==> src/rtl/core/mosc_pkg.sv <==
// Package for the morphing oscillator pair: widths, fixed-point constants,
// shared types for the divider handshake. No dependencies.
`timescale 1ns / 1ps
package mosc_pkg;
    localparam int CountFracBits = 16;
    localparam int SampleBits    = 16;
    localparam int Fb            = SampleBits - 1;
    localparam int CountBits     = 28 + CountFracBits;
    localparam int DivBits       = 64;
    localparam int DivCntBits    = 7;

    localparam logic signed [31:0] One      = 32'sd1 <<< Fb;
    localparam logic signed [31:0] PtNine   = (9 * One + 5) / 10;
    localparam logic signed [31:0] PtZeroOne = (One + 50) / 100;
    localparam logic signed [31:0] PtThree  = (3 * One + 5) / 10;
    localparam logic signed [31:0] Jump     = (3 * One) / 4;
    localparam logic [CountBits-1:0] CountOne = CountBits'(1) << CountFracBits;

    localparam logic [1:0] AddrRate = 2'd0;
    localparam logic [1:0] AddrSync = 2'd1;

    typedef struct packed {
        logic               start;
        logic [DivBits-1:0] num;
        logic [DivBits-1:0] den;
    } t_div_req;

    typedef struct packed {
        logic               done;
        logic [DivBits-1:0] quo;
    } t_div_rsp;
endpackage

==> src/rtl/core/mosc_div.sv <==
// Shared restoring divider, one quotient bit per cycle.
// Depends on mosc_pkg for widths and request/response types.
`timescale 1ns / 1ps
module mosc_div import mosc_pkg::*; (
    input  logic     i_clk,
    input  logic     i_rst_n,
    input  t_div_req i_req,
    output t_div_rsp o_rsp
);
    logic               r_busy, n_busy;
    logic               r_done, n_done;
    logic [DivCntBits-1:0] r_cnt, n_cnt;
    logic [DivBits-1:0] r_q, n_q;
    logic [DivBits-1:0] r_r, n_r;
    logic [DivBits-1:0] r_d, n_d;
    logic [DivBits:0]   w_sh;

    always_comb begin
        n_busy = r_busy;
        n_done = 1'b0;
        n_cnt  = r_cnt;
        n_q    = r_q;
        n_r    = r_r;
        n_d    = r_d;
        w_sh   = {r_r, r_q[DivBits-1]};
        if (i_req.start) begin
            n_busy = 1'b1;
            n_cnt  = '0;
            n_q    = i_req.num;
            n_r    = '0;
            n_d    = i_req.den;
        end else if (r_busy) begin
            n_q = {r_q[DivBits-2:0], 1'b0};
            if (w_sh >= {1'b0, r_d}) begin
                n_r    = DivBits'(w_sh - {1'b0, r_d});
                n_q[0] = 1'b1;
            end else begin
                n_r = w_sh[DivBits-1:0];
            end
            n_cnt = r_cnt + 1'b1;
            if (r_cnt == DivCntBits'(DivBits - 1)) begin
                n_busy = 1'b0;
                n_done = 1'b1;
            end
        end
    end

    always_ff @(posedge i_clk) begin
        if (!i_rst_n) begin
            r_busy <= 1'b0;
            r_done <= 1'b0;
            r_cnt  <= '0;
        end else begin
            r_busy <= n_busy;
            r_done <= n_done;
            r_cnt  <= n_cnt;
        end
        r_q <= n_q;
        r_r <= n_r;
        r_d <= n_d;
    end

    assign o_rsp.done = r_done;
    assign o_rsp.quo  = r_q;

    a_done_after_busy: assert property (@(posedge i_clk) disable iff (!i_rst_n)
        r_done |-> $past(r_busy)) else $error("divider done without work");
    a_no_start_busy: assert property (@(posedge i_clk) disable iff (!i_rst_n)
        i_req.start |-> !r_busy) else $error("divider restarted while busy");
    a_done_pulse: assert property (@(posedge i_clk) disable iff (!i_rst_n)
        r_done |=> !r_done) else $error("divider done held");
endmodule

==> config.mk <==
export PLATFORM = sky130hd
export DESIGN_NAME = mosc_div
export DESIGN_NICKNAME = d
export VERILOG_FILES = /design/src/rtl/core/mosc_pkg.sv /design/src/rtl/core/mosc_div.sv
export SDC_FILE = /design/constraint.sdc
export NUM_CORES = 1
export LEC_CHECK = 0
export ABC_AREA = 1
export BUFFER_PORTS_ARGS = -buffer_cell sky130_fd_sc_hd__buf_2
export CAP_MARGIN = 20
export CORE_UTILIZATION = 50
export CTS_CLUSTER_DIAMETER = 40
export DETAILED_ROUTE_END_ITERATION = 10
export GPL_TIMING_DRIVEN = 1
export PLACE_DENSITY = 0.75
export SYNTH_ARGS = -nofsm -noshare
export SYNTH_HDL_FRONTEND = slang
export SYNTH_SLANG_ARGS = --single-unit
==> constraint.sdc <==
create_clock -name i_clk -period 10.3 [get_ports i_clk]
set_input_delay 0.515 -clock i_clk [delete_from_list [all_inputs] [get_ports i_clk]]
set_output_delay 0.515 -clock i_clk [all_outputs]
set_load 0.01 [all_outputs]
==> flow_summary.json <==
{
  "syn_to_final_growth_pct": 15.5,
  "cap_viol_max_count": 0,
  "layout_common_cells": "nand2_1 (914), inv_1 (435), buf_2 (194)",
  "period_share_pct": 33.6,
  "p_leak_nw": 9.22,
  "dieArea_um2": 29400,
  "cp.required_ps": 10810,
  "ant_nets": 0,
  "cp_cell_sequence": "inv_1, ha_1, nand2_2, inv_1, nand2_1, nand2_1, inv_2, nand3_2, nand2_1, nand2_2, nand2_2, nand2_2, nand2_4, nand2_4, nand2_1, nand3_1, nand2_1",
  "hold_buffers": 0,
  "outcome": "finished clean",
  "fin_setup_tns_ps": 0,
  "hpwl_um": 33500,
  "initial_core_util_pct": 51.2,
  "layout-drive-gt1-share_pct": 12.5,
  "syn_area_um2": 14400,
  "synth_edf_count": 128,
  "n_antenna_cell": 0,
  "path_class": "reg -> reg",
  "syn_inst": 2183,
  "cp.depth": 17,
  "ys_seq_area_share_pct": 37.0,
  "synth_ff_type": "edfxtp_1",
  "routedWlPerCell_um": 15.4,
  "crit_fanout": 66,
  "grt_pass1_vias": 13000,
  "timing.rr.start": "r_d[7]$_DFFE_PP_",
  "gp_congestion": 1.06,
  "clock_skew_ps": 15.9,
  "rrSetupSlack_ps": 6840,
  "core_area_um2": 28000,
  "timing.critical_path.buf_inv": 3,
  "grt_pass1_wl_um": 67100,
  "drc_errors": 0,
  "numClockSinks": 201,
  "rsz0062_at_grt": "no",
  "synth_area_leaders": "edfxtp_1 (27%), nand2_1 (24%), inv_1 (11%), dfxtp_1 (10%), ha_1 (5.7%)",
  "cts_resized": 0,
  "cp_common_cell": "nand2_1",
  "synthArstFlopShare_pct": 0,
  "io_buffers": 195,
  "worstSetupStartpoint": "r_d[7]$_DFFE_PP_",
  "grt_max_degree": 88,
  "track_usage_pct": 29.4,
  "clkLatencyLatePin_ps": 580,
  "htree_num_levels": 1,
  "crit_arrival_ps": 3970,
  "crit_family": "simple AND/OR/NAND/NOR gates",
  "vias": 13800,
  "pin_count": 196,
  "post_cts_buffers": 0,
  "setup.worst_path.end": "r_r[33]$_SDFFE_PP0P_",
  "total_power_w": 0.00222,
  "final_common_cell": "nand2_1",
  "syn_area_per_cell_um2": 6.57,
  "peakVddDrop_uv": 121,
  "hold_violations": 0,
  "cts_root_buffer": "clkbuf_16",
  "clk_path_buf_depth": 3,
  "yosysUniqueCellTypes": 38,
  "clk_pin_slew_worst_paths_ps": 60,
  "synth_top_area_share_pct": 26.8,
  "ys_ff_latch": 201,
  "via_per_inst": 4.98,
  "max_stage_delay_ps": 600,
  "wl_um": 42700,
  "tightestPinTransition_ps": 1110,
  "drv_slew": 0,
  "crit_slowest_cell": "nand2_4",
  "p_per_area_nw_per_um2": 134,
  "die_h_um": 171,
  "drt_pre_antenna_iters": 6,
  "yosysTopAreaCell": "edfxtp_1",
  "whs_ps": 111,
  "num_rows": 61,
  "critPathCaptureType": "flop",
  "hold_depth": 1,
  "cts-buffers-inserted": 29,
  "layout.nets": 2565,
  "grt_remaining_overflow": 0,
  "antenna_found_initial": 0,
  "syn_nets": 2380,
  "max_freq_mhz": 289,
  "fin_crit_ps": 3460,
  "cts_tree": "built",
  "min_path_type": "in -> reg",
  "setup-violations-final": 0,
  "die_w_um": 171,
  "reg2reg_to": "r_r[33]$_SDFFE_PP0P_",
  "slew_headroom_pct": 26.1,
  "drtIter0Drc": 1100,
  "start_kind": "flop",
  "worstRegToRegCells": 17,
  "synth_warnings": 0
}
==> stage by stage <==
| stage | cell area (um^2) | setup WS [ps] | util, % | std cells |
|---|---|---|---|---|
| final | 16600 | 6840 | 59.2 | 2769 |
| after detailed placement | 15600 | 6860 | 55.6 | 2715 |
| after global placement | 15600 | 6960 | 55.6 | 2715 |
| after CTS | 16600 | 6830 | 59.2 | 2769 |
| after global routing | 16600 | 6520 | 59.2 | 2769 |
| after floorplan | 14400 | 6980 | - | 2183 |
==> where the power goes <==
part           internal, W  total (W)  switching, W
combinational    0.0000874   0.000246      0.000159
sequential        0.000915   0.000940     0.0000248
clock             0.000643    0.00103      0.000388
==> synthesized netlist by cell type (4+ instances only) <==
master,n
xnor2_1,28
buf_2,4
buf_4,8
inv_2,5
dfxtp_1,73
nand4_1,18
inv_1,437
nand3_2,6
nand3_1,150
clkbuf_1,20
o21ai_0,25
nand2_2,12
a21oi_1,55
nand3b_1,33
buf_1,4
nor3_1,19
xor2_1,4
ha_1,65
nor2_4,5
buf_6,12
nor2_2,12
edfxtp_1,128
o21ai_1,17
nand2_1,914
nor2_1,103
o21bai_1,8
==> layout make-up <==
| cell class | count | area (um^2) |
|---|---|---|
| Fill cell | 2741 | 11400 |
| Multi-Input combinational cell | 1492 | 7090 |
| Sequential cell | 201 | 5310 |
| Inverter | 442 | 1660 |
| Timing Repair Buffer | 202 | 1030 |
| Clock buffer | 39 | 825 |
| Tap cell | 378 | 473 |
| Clock inverter | 15 | 191 |
==> worst register-to-register path, delay by kind of cell (launching register included) <==
family | cells | cell delay [ps]
adder cells (fa/ha/maj) | 1 | 340
flip-flops | 1 | 320
AND/OR/NAND/NOR | 13 | 2590
buffers and inverters | 3 | 150
==> how the worst min path moves through the flow <==
| stage | startpoint | to | slack (ps) |
|---|---|---|---|
| 2_1_floorplan | r_cnt[6]$_SDFFE_PP0P_ | r_cnt[6]$_SDFFE_PP0P_ | 440 |
| 6_report | i_req[48] | r_d[48]$_DFFE_PP_ | 110 |
| 3_3_place_gp | r_cnt[6]$_SDFFE_PP0P_ | r_cnt[6]$_SDFFE_PP0P_ | 450 |
| 3_5_place_dp | r_cnt[6]$_SDFFE_PP0P_ | r_cnt[6]$_SDFFE_PP0P_ | 450 |
| 5_1_grt | i_req[47] | r_d[47]$_DFFE_PP_ | 90 |
| 4_1_cts | i_req[50] | r_d[50]$_DFFE_PP_ | 90 |
==> kinds of logic after synthesis <==
kind of cell	share of synthesized area (%)
AOI/OAI and AO/OA	4.18
xor gates and xnor gates	1.95
DFF	37.0
buffers and inverters	13.7
adders and majority gates	5.81
and+or+nand+nor	37.4
==> metal layers <==
layer	vias to the layer above	wire length, um	global-route usage (%)
met5	-	0	0
met4	0	1640	10.9
met3	77	3130	4.88
met2	467	19300	49.2
met1	6188	18600	38.1
li1	7064	-	-
==> registers in the layout, summed over array words and instances (netlist names) <==
signal,cells
r_d,64
r_busy,1
r_q,64
r_cnt,7
r_r,64
r_done,1
Power figures use the tool's default switching activity.
